--- src/sv/z_encoding_symbol_decoder_defines.svh ---
// Assertion macros for the Z-encoding symbol decoder.
// Used by z_encoding_symbol_decoder.sv; expects clk and arst_n in scope.
`ifndef Z_ENCODING_SYMBOL_DECODER_DEFINES_SVH
`define Z_ENCODING_SYMBOL_DECODER_DEFINES_SVH

// same-cycle implication
`define ZSD_ASSERT_IMP(lbl, ante, cons, msg) \
	lbl: assert property (@(posedge clk) disable iff (!arst_n) (ante) |-> (cons)) \
		else $error(msg);

// next-cycle implication
`define ZSD_ASSERT_NXT(lbl, ante, cons, msg) \
	lbl: assert property (@(posedge clk) disable iff (!arst_n) (ante) |=> (cons)) \
		else $error(msg);

`endif

--- src/sv/zsd_pkg.sv ---
// Package for the Z-encoding symbol decoder: decode modes, emit kinds,
// character codes and the escape lookup functions. No dependencies.
package zsd_pkg;

	localparam int          MAX_ARITY_DEF   = 60;
	localparam logic [7:0]  REPL_CHAR_RESET = 8'h7E;   // '~'

	localparam logic [7:0] CH_NUL    = 8'h00;
	localparam logic [7:0] CH_LPAREN = 8'h28;
	localparam logic [7:0] CH_RPAREN = 8'h29;
	localparam logic [7:0] CH_LBRACK = 8'h5B;
	localparam logic [7:0] CH_RBRACK = 8'h5D;
	localparam logic [7:0] CH_COLON  = 8'h3A;
	localparam logic [7:0] CH_COMMA  = 8'h2C;
	localparam logic [7:0] CH_HASH   = 8'h23;
	localparam logic [7:0] CH_SPACE  = 8'h20;
	localparam logic [7:0] CH_BIG_Z  = 8'h5A;
	localparam logic [7:0] CH_SML_Z  = 8'h7A;
	localparam logic [7:0] CH_L      = 8'h4C;
	localparam logic [7:0] CH_R      = 8'h52;
	localparam logic [7:0] CH_M      = 8'h4D;
	localparam logic [7:0] CH_N      = 8'h4E;
	localparam logic [7:0] CH_C      = 8'h43;
	localparam logic [7:0] CH_T      = 8'h54;
	localparam logic [7:0] CH_H      = 8'h48;
	localparam logic [7:0] CH_U      = 8'h55;

	typedef enum logic [4:0] {
		MODE_PLAIN  = 5'b00001,
		MODE_BIGZ   = 5'b00010,
		MODE_ARITY  = 5'b00100,
		MODE_SMALLZ = 5'b01000,
		MODE_HEX    = 5'b10000
	} mode_t;

	typedef enum logic [1:0] {
		EMIT_NONE,
		EMIT_ONE,
		EMIT_TUP_T,
		EMIT_TUP_H
	} emit_t;

	// operator escape after 'z'; zero means no such escape
	function automatic logic [7:0] small_z_char(input logic [7:0] b);
		logic [7:0] c;
		case (b)
			8'h61: c = 8'h26;   // a &
			8'h62: c = 8'h7C;   // b |
			8'h63: c = 8'h5E;   // c ^
			8'h64: c = 8'h24;   // d $
			8'h65: c = 8'h3D;   // e =
			8'h67: c = 8'h3E;   // g >
			8'h68: c = 8'h23;   // h #
			8'h69: c = 8'h2E;   // i .
			8'h6C: c = 8'h3C;   // l <
			8'h6D: c = 8'h2D;   // m -
			8'h6E: c = 8'h21;   // n !
			8'h70: c = 8'h2B;   // p +
			8'h71: c = 8'h27;   // q '
			8'h72: c = 8'h5C;   // r backslash
			8'h73: c = 8'h2F;   // s /
			8'h74: c = 8'h2A;   // t *
			8'h75: c = 8'h5F;   // u _
			8'h76: c = 8'h25;   // v %
			default: c = CH_NUL;
		endcase
		return c;
	endfunction

	// {valid, value} of a hex digit
	function automatic logic [4:0] hex_digit(input logic [7:0] b);
		logic [4:0] r;
		r = 5'b0;
		if (b >= 8'h30 && b <= 8'h39)      r = {1'b1, 4'(b - 8'h30)};
		else if (b >= 8'h61 && b <= 8'h66) r = {1'b1, 4'(b - 8'h57)};
		else if (b >= 8'h41 && b <= 8'h46) r = {1'b1, 4'(b - 8'h37)};
		return r;
	endfunction

endpackage

--- src/sv/z_encoding_symbol_decoder.sv ---
// Z-encoding symbol decoder: one encoded byte in per beat, decoded chars out.
// Depends on zsd_pkg and z_encoding_symbol_decoder_defines.svh.
//
//   channel | signals                              | dir
//   --------+--------------------------------------+-----
//   input   | in_valid, in_stall, in_byte,         | in
//           | end_of_symbol                        |
//   output  | out_valid, out_stall, out_char,      | out
//           | last, malformed                      |
//   config  | cfg_wr_en, cfg_wr_data               | in
//
// One byte enters the input register per cycle when in_stall is low; the
// decode between it and the output register makes one result per cycle unless
// out_stall holds it. A byte with n results (1 for most, up to 64 for a tuple
// closing a symbol) stays until its last is loaded, freeing the register in
// that cycle, so unstalled bytes with at most one result flow at one per cycle.
// arst_n clears control state and sets replacement char to '~'.
// out_stall holds the output register and, through it, the input stage.
`include "z_encoding_symbol_decoder_defines.svh"

module z_encoding_symbol_decoder
	import zsd_pkg::*;
#(
	parameter int MAX_ARITY = MAX_ARITY_DEF
) (
	input  logic       clk,
	input  logic       arst_n,
	input  logic       cfg_wr_en,
	input  logic [7:0] cfg_wr_data,
	input  logic       in_valid,
	output logic       in_stall,
	input  logic [7:0] in_byte,
	input  logic       end_of_symbol,
	output logic       out_valid,
	input  logic       out_stall,
	output logic [7:0] out_char,
	output logic       last,
	output logic       malformed
);

	logic [7:0] repl_q;
	mode_t      mode_q;
	logic [5:0] arity_q;
	logic [8:0] hex_q;
	logic       err_q;

	logic       valid_s1;
	logic [7:0] byte_s1;
	logic       end_s1;
	logic [5:0] idx_q;

	logic       out_valid_q;
	logic [7:0] out_char_q;
	logic       last_q;
	logic       malformed_q;

	// decode of the byte in the input register
	mode_t       mode_n;
	logic [5:0]  arity_n;
	logic [8:0]  hex_n;
	logic        fail_c;
	logic        err_n;
	logic        term_bad;
	emit_t       kind;
	logic [7:0]  one_char;
	logic        is_dig;
	logic [3:0]  dec;
	logic [4:0]  hexd;
	logic [7:0]  zc;
	logic [9:0]  arity_acc;
	logic [12:0] hex_acc;

	logic [5:0]  body_len;
	logic [6:0]  total;
	logic        is_term;
	logic        is_last_res;
	logic [7:0]  res_char;
	logic        out_ready;
	logic        emit_now;
	logic        retire;
	logic        in_take;

	always_comb begin
		is_dig    = (byte_s1 >= 8'h30) && (byte_s1 <= 8'h39);
		dec       = 4'(byte_s1 - 8'h30);
		hexd      = hex_digit(byte_s1);
		zc        = small_z_char(byte_s1);
		arity_acc = ({4'b0, arity_q} << 3) + ({4'b0, arity_q} << 1) + {6'b0, dec};
		hex_acc   = {hex_q, 4'b0} + {9'b0, hexd[3:0]};

		mode_n   = mode_q;
		arity_n  = arity_q;
		hex_n    = hex_q;
		fail_c   = 1'b0;
		kind     = EMIT_NONE;
		one_char = byte_s1;

		if (!err_q) begin
			if (byte_s1 == CH_NUL) begin
				fail_c = 1'b1;
			end else begin
				case (mode_q)
					MODE_PLAIN: begin
						if (byte_s1 == CH_BIG_Z)      mode_n = MODE_BIGZ;
						else if (byte_s1 == CH_SML_Z) mode_n = MODE_SMALLZ;
						else                          kind = EMIT_ONE;
					end
					MODE_BIGZ: begin
						mode_n = MODE_PLAIN;
						kind   = EMIT_ONE;
						case (byte_s1)
							CH_L:     one_char = CH_LPAREN;
							CH_R:     one_char = CH_RPAREN;
							CH_M:     one_char = CH_LBRACK;
							CH_N:     one_char = CH_RBRACK;
							CH_C:     one_char = CH_COLON;
							CH_BIG_Z: one_char = CH_BIG_Z;
							default: begin
								kind = EMIT_NONE;
								if (is_dig && ({6'b0, dec} <= 10'(MAX_ARITY))) begin
									arity_n = {2'b0, dec};
									mode_n  = MODE_ARITY;
								end else begin
									fail_c = 1'b1;
								end
							end
						endcase
					end
					MODE_ARITY: begin
						if (is_dig) begin
							if (arity_acc > 10'(MAX_ARITY)) fail_c = 1'b1;
							else                            arity_n = arity_acc[5:0];
						end else if (byte_s1 == CH_T || byte_s1 == CH_H) begin
							kind    = (byte_s1 == CH_T) ? EMIT_TUP_T : EMIT_TUP_H;
							mode_n  = MODE_PLAIN;
							arity_n = 6'd0;
						end else begin
							fail_c = 1'b1;
						end
					end
					MODE_SMALLZ: begin
						if (zc != CH_NUL) begin
							kind     = EMIT_ONE;
							one_char = zc;
							mode_n   = MODE_PLAIN;
						end else if (hexd[4]) begin
							hex_n  = {5'b0, hexd[3:0]};
							mode_n = MODE_HEX;
						end else begin
							fail_c = 1'b1;
						end
					end
					MODE_HEX: begin
						if (hexd[4]) begin
							hex_n = (hex_acc > 13'd255) ? 9'd256 : hex_acc[8:0];
						end else if (byte_s1 == CH_U) begin
							kind     = EMIT_ONE;
							one_char = hex_q[8] ? repl_q : hex_q[7:0];
							mode_n   = MODE_PLAIN;
							hex_n    = 9'd0;
						end else begin
							fail_c = 1'b1;
						end
					end
					default: fail_c = 1'b1;
				endcase
			end
		end

		if (fail_c) mode_n = MODE_PLAIN;
		err_n    = err_q | fail_c;
		term_bad = err_n | (mode_n != MODE_PLAIN);
	end

	// result run of the current byte: body chars, then terminator on symbol end
	always_comb begin
		case (kind)
			EMIT_NONE:  body_len = 6'd0;
			EMIT_ONE:   body_len = 6'd1;
			EMIT_TUP_T: body_len = (arity_q <= 6'd1) ? 6'd2 : arity_q + 6'd1;
			EMIT_TUP_H: body_len = (arity_q <= 6'd1) ? arity_q + 6'd4 : arity_q + 6'd3;
			default:    body_len = 6'd0;
		endcase
		total       = {1'b0, body_len} + {6'b0, end_s1};
		is_term     = (idx_q == body_len);
		is_last_res = ({1'b0, idx_q} == total - 7'd1);

		case (kind)
			EMIT_TUP_T: begin
				if (idx_q == 6'd0)                  res_char = CH_LPAREN;
				else if (idx_q == body_len - 6'd1)  res_char = CH_RPAREN;
				else                                res_char = CH_COMMA;
			end
			EMIT_TUP_H: begin
				if (idx_q == 6'd0)                  res_char = CH_LPAREN;
				else if (idx_q == 6'd1)             res_char = CH_HASH;
				else if (idx_q == body_len - 6'd2)  res_char = CH_HASH;
				else if (idx_q == body_len - 6'd1)  res_char = CH_RPAREN;
				else if (arity_q == 6'd1)           res_char = CH_SPACE;
				else                                res_char = CH_COMMA;
			end
			EMIT_ONE: res_char = one_char;
			default:  res_char = CH_NUL;
		endcase
		if (is_term) res_char = CH_NUL;
	end

	assign out_ready = !out_valid_q || !out_stall;
	assign emit_now  = valid_s1 && (total != 7'd0) && out_ready;
	assign retire    = valid_s1 && ((total == 7'd0) || (out_ready && is_last_res));
	assign in_stall  = valid_s1 && !retire;
	assign in_take   = in_valid && !in_stall;

	always_ff @(posedge clk or negedge arst_n) begin
		if (!arst_n) begin
			repl_q <= REPL_CHAR_RESET;
		end else if (cfg_wr_en) begin
			repl_q <= cfg_wr_data;
		end
	end

	// input stage
	always_ff @(posedge clk or negedge arst_n) begin
		if (!arst_n) begin
			valid_s1 <= 1'b0;
			idx_q    <= 6'd0;
		end else begin
			if (in_take)     valid_s1 <= 1'b1;
			else if (retire) valid_s1 <= 1'b0;
			if (retire)        idx_q <= 6'd0;
			else if (emit_now) idx_q <= idx_q + 6'd1;
		end
	end

	always_ff @(posedge clk) begin
		if (in_take) begin
			byte_s1 <= in_byte;
			end_s1  <= end_of_symbol;
		end
	end

	// symbol state advances once per byte, when it leaves the input stage
	always_ff @(posedge clk or negedge arst_n) begin
		if (!arst_n) begin
			mode_q  <= MODE_PLAIN;
			arity_q <= 6'd0;
			hex_q   <= 9'd0;
			err_q   <= 1'b0;
		end else if (retire) begin
			if (end_s1) begin
				mode_q  <= MODE_PLAIN;
				arity_q <= 6'd0;
				hex_q   <= 9'd0;
				err_q   <= 1'b0;
			end else begin
				mode_q  <= mode_n;
				arity_q <= arity_n;
				hex_q   <= hex_n;
				err_q   <= err_n;
			end
		end
	end

	// output register
	always_ff @(posedge clk or negedge arst_n) begin
		if (!arst_n) begin
			out_valid_q <= 1'b0;
		end else if (out_ready) begin
			out_valid_q <= emit_now;
		end
	end

	always_ff @(posedge clk) begin
		if (emit_now) begin
			out_char_q  <= res_char;
			last_q      <= is_term;
			malformed_q <= is_term && term_bad;
		end
	end

	assign out_valid = out_valid_q;
	assign out_char  = out_char_q;
	assign last      = last_q;
	assign malformed = malformed_q;

	`ZSD_ASSERT_IMP(a_arity_limit, 1'b1, arity_q <= 6'(MAX_ARITY), "arity above limit")
	`ZSD_ASSERT_IMP(a_hex_sat, 1'b1, hex_q <= 9'd256, "code point not saturated")
	`ZSD_ASSERT_IMP(a_err_plain, err_q, mode_q == MODE_PLAIN, "escape open after error")
	`ZSD_ASSERT_NXT(a_term_load, emit_now && is_term, out_valid_q && last_q && (out_char_q == CH_NUL), "terminator not loaded")

endmodule
--- config.mk ---
export PLATFORM = sky130hd
export DESIGN_NAME = z_encoding_symbol_decoder
export DESIGN_NICKNAME = d
export VERILOG_FILES = /design/src/sv/zsd_pkg.sv /design/src/sv/z_encoding_symbol_decoder.sv
export VERILOG_INCLUDE_DIRS = /design/src /design/src/sv
export SDC_FILE = /design/constraint.sdc
export NUM_CORES = 1
export LEC_CHECK = 0
export BUFFER_PORTS_ARGS = -buffer_cell sky130_fd_sc_hd__buf_2
export CAP_MARGIN = 20
export CORE_MARGIN = 2
export CORE_UTILIZATION = 57
export CTS_CLUSTER_SIZE = 12
export DETAILED_ROUTE_END_ITERATION = 7
export MAX_ROUTING_LAYER = met4
export PLACE_DENSITY_LB_ADDON = 0.3
export REMOVE_ABC_BUFFERS = 1
export SETUP_SLACK_MARGIN = 0.02
export SYNTH_ARGS = -nofsm -noshare
export SYNTH_HDL_FRONTEND = slang
export SYNTH_SLANG_ARGS = --single-unit
--- constraint.sdc ---
create_clock -name clk -period 5.7 [get_ports clk]
set_input_delay 0.57 -clock clk [delete_from_list [all_inputs] [get_ports clk]]
set_output_delay 0.57 -clock clk [all_outputs]
set_load 0.02 [all_outputs]
==> metrics <==
total power=0.00311 W; largest vdd supply drop=0.228 mV; diode count=0; DR DRC count=0; CTS Root Cell=clkbuf_8; DR vias=5630; Reg power frac=0.226; total routed wirelength=17500 µm; Hold Path Class=input port to asynchronous set/reset pin; power density over the cells=502 nW/µm²; Avg WL per Cell=21.2 µm; Main synth FF type=dfrtp_1; worst reg-to-reg setup slack=0.38 ns; Worst R2R Start=mode_q[1]; HPWL Detailed=13300 µm; measured slew at the worst slew-check pin=0.870 ns; Crit Reg-Reg Endpoint=arity_q[3]; commonest non-fill, non-tap cell in the layout=nor2_1; vias in the first global route=5180; worst setup path start=byte_s1[1]; Die Y=103 µm; initial antenna violation count=0; final worst-path cycle share=0.958; Combinational Power Share=0.691; Total GRT Usage=0.345; global-route wire length before repair=27100 µm; Peak Freq=183 MHz; CP endpoint kind=output pin; Core Area=9330 µm²; YS warnings=0; Req. time, crit path=5.13 ns; Net Switching=0.00163 W; Die Footprint=10500 µm²; CTS Buffer Depth=2; Reg area=1510 µm²; max-slew violations=0; Post-synth ARST share=0.661; final worst path period need=5.46 ns; total gr overflow=0; R2R cell count=21; multi-input logic area=3820 µm²; Critical Path Max Stage Delay=0.49 ns; CTS H-tree depth=2; Pre-antenna DRT Iters=5; Yosys cell types=89; RD Place Congestion=1.04; mapped cell area=5540 µm²; final hold vios=0; status=finished, final reports clean; Final Skew=0.0212 ns; Slowest cell on crit path=edfxtp_1; row count=35; Worst setup endpoint=in_stall; final setup fails=0; most frequent cells in the layout=nor2_1 (52), o21ai_0 (46), nand2_1 (42); Switching Fraction=0.525; Syn-to-layout area delta=11.7%; sequential element share of the synthesized area=0.272; Worst Path Max Fanout=12; TritonCTS clock tree=yes; Die Wd=103 µm; CTS Buf Count=5; PortBufs=33; critical path class=flip-flop to output pin; Worst setup SP type=flip-flop; CTS sink cnt=56; Lkg Pwr=2.54 nW; Synth Area per Inst=8.38 µm²; clock power share=0.083; vias per inst=6.81; Synth Register Bits=56; # IOs=34; WP data arrival=4.89 ns; Max-Cap Viols=0; Worst slew margin=0.420; largest net degree at the start of global routing=38; layout cell share with drive strength beyond 1=0.199; Initial Util=0.594; area post-placement=5860 µm²; setup_tns=0 ns; initial drt markers=476; ANT nets after route=0; Clk Latency, worst-skew pair=0.35 ns; Fill cells=792; clock-pin slew on the worst setup and hold paths=0.14 ns; worst-path cell chain=buf_4, ha_4, o211ai_1, o22ai_2, o31a_1, a211o_4, o21ai_4, mux2_4, clkinvlp_4, ha_1, and2_2, nand3_1, or4_4, o31ai_4, o21a_1, nor3_1, a21oi_1, buf_2; nets=755; Final Instance Area=6190 µm²; Mapped Cells=661; Power Internal=0.00148 W; EDFF count, synth=19; unrepaired setup endpoints after global routing=no
==> cell type report <==
cell class | count | share of cell area
Clock inverter | 3 | 0.00465
Multi-Input combinational cell | 527 | 0.618
Tap cell | 129 | 0.0261
Sequential cell | 56 | 0.243
Clock buffer | 5 | 0.0111
Timing Repair Buffer | 71 | 0.0748
Inverter | 36 | 0.0224
==> power by group through the flow <==
| stage | clock, W | sequential (W) | combinational, W |
|---|---|---|---|
| 3_3_place_gp | 0 | 0.000708 | 0.00189 |
| 3_5_place_dp | 0 | 0.000709 | 0.00193 |
| 5_1_grt | 0.000273 | 0.000714 | 0.00234 |
| 2_1_floorplan | 0 | 0.000765 | 0.00122 |
| 6_report | 0.000259 | 0.000701 | 0.00215 |
| 4_1_cts | 0.000260 | 0.000699 | 0.00198 |
==> state kept, by name (all words and copies together), names as in the netlist <==
name and count:
err_q 1, out_valid 1, valid_s1 1, byte_s1 8, last 1, repl_q 8
mode_q 5, idx_q 6, malformed 1, arity_q 6, hex_q 9, out_char 8
end_s1 1
==> worst min path at each step <==
stage          startpoint         end  depth (start not counted)
2_1_floorplan      arst_n  arity_q[0]                          0
3_3_place_gp    repl_q[7]   repl_q[7]                          1
3_5_place_dp    repl_q[7]   repl_q[7]                          1
4_1_cts            arst_n   mode_q[2]                          1
5_1_grt        in_byte[6]  byte_s1[6]                          1
6_report           arst_n   mode_q[2]                          1
==> worst max-delay path: cells and delay by family (launching register included) <==
family | cells | cell delay, ns
multiplexers | 1 | 0.43
flip-flops | 1 | 0.49
AND/OR/NAND/NOR | 4 | 0.88
AO/OA/AOI/OAI | 8 | 1.84
adder cells (fa/ha/maj) | 2 | 0.35
buffers and inverters | 3 | 0.54
==> routing by layer <==
layer,GRT usage,wire length [µm],vias up
li1,-,-,2546
met1,0.445,7110,2720
met5,-,0,-
met3,0.0447,1210,63
met4,0.130,690,0
met2,0.556,8520,301
==> per-stage QoR <==
step	hold WS [ns]	setup slack (ns)	cells	utilization
3_3_place_gp	0.494	0.385	806	0.629
2_1_floorplan	0.274	0.0426	619	-
5_1_grt	0.387	0.0202	827	0.664
4_1_cts	0.363	0.0410	818	0.643
6_report	0.330	0.238	827	0.664
3_5_place_dp	0.499	0.156	806	0.629
==> what timing repair did <==
| item | 4_1_cts | 5_1_grt |
|---|---|---|
| setup endpoints to repair | 1 | 35 |
| gates resized for setup | 4 | 24 |
| pin swaps | 1 | 7 |
| hold buffers | 0 | 0 |
| buffers inserted | 4 | 9 |
==> synth_stat cells (7+ instances only) <==
| master | instances | area (µm²) |
|---|---|---|
| nor2_1 | 53 | 199 |
| o21ai_0 | 48 | 240 |
| nand2_1 | 42 | 158 |
| inv_1 | 36 | 135 |
| ha_1 | 34 | 425 |
| dfrtp_1 | 30 | 751 |
| nand3_1 | 30 | 150 |
| a21oi_1 | 25 | 125 |
| clkbuf_1 | 25 | 93.8 |
| nor3_1 | 20 | 100 |
| edfxtp_1 | 19 | 571 |
| xnor2_1 | 19 | 166 |
| xor2_1 | 14 | 123 |
| mux2i_1 | 13 | 130 |
| buf_2 | 11 | 55.1 |
| o2111ai_1 | 11 | 96.3 |
| mux2_2 | 10 | 113 |
| nand4_1 | 10 | 62.6 |
| o211ai_1 | 10 | 75.1 |
| o21ai_1 | 10 | 50.1 |
| and3_1 | 8 | 50.1 |
| nor4_1 | 8 | 50.1 |
| o31ai_1 | 8 | 60.1 |
| dfstp_2 | 7 | 184 |
| or3_1 | 7 | 43.8 |
==> kinds of logic (layout without fill, tap and decap cells) <==
family	Yosys count	after routing	share of synthesized area
AOI/OAI and AO/OA	197	197	0.251
xor gates and xnor gates	34	34	0.0562
adders and majority gates	36	36	0.0840
buffers and inverters	78	115	0.0608
DFF	56	56	0.272
muxes	24	24	0.0465
and+or+nand+nor	236	236	0.230
Note: power is estimated with default switching activity, not from simulation.
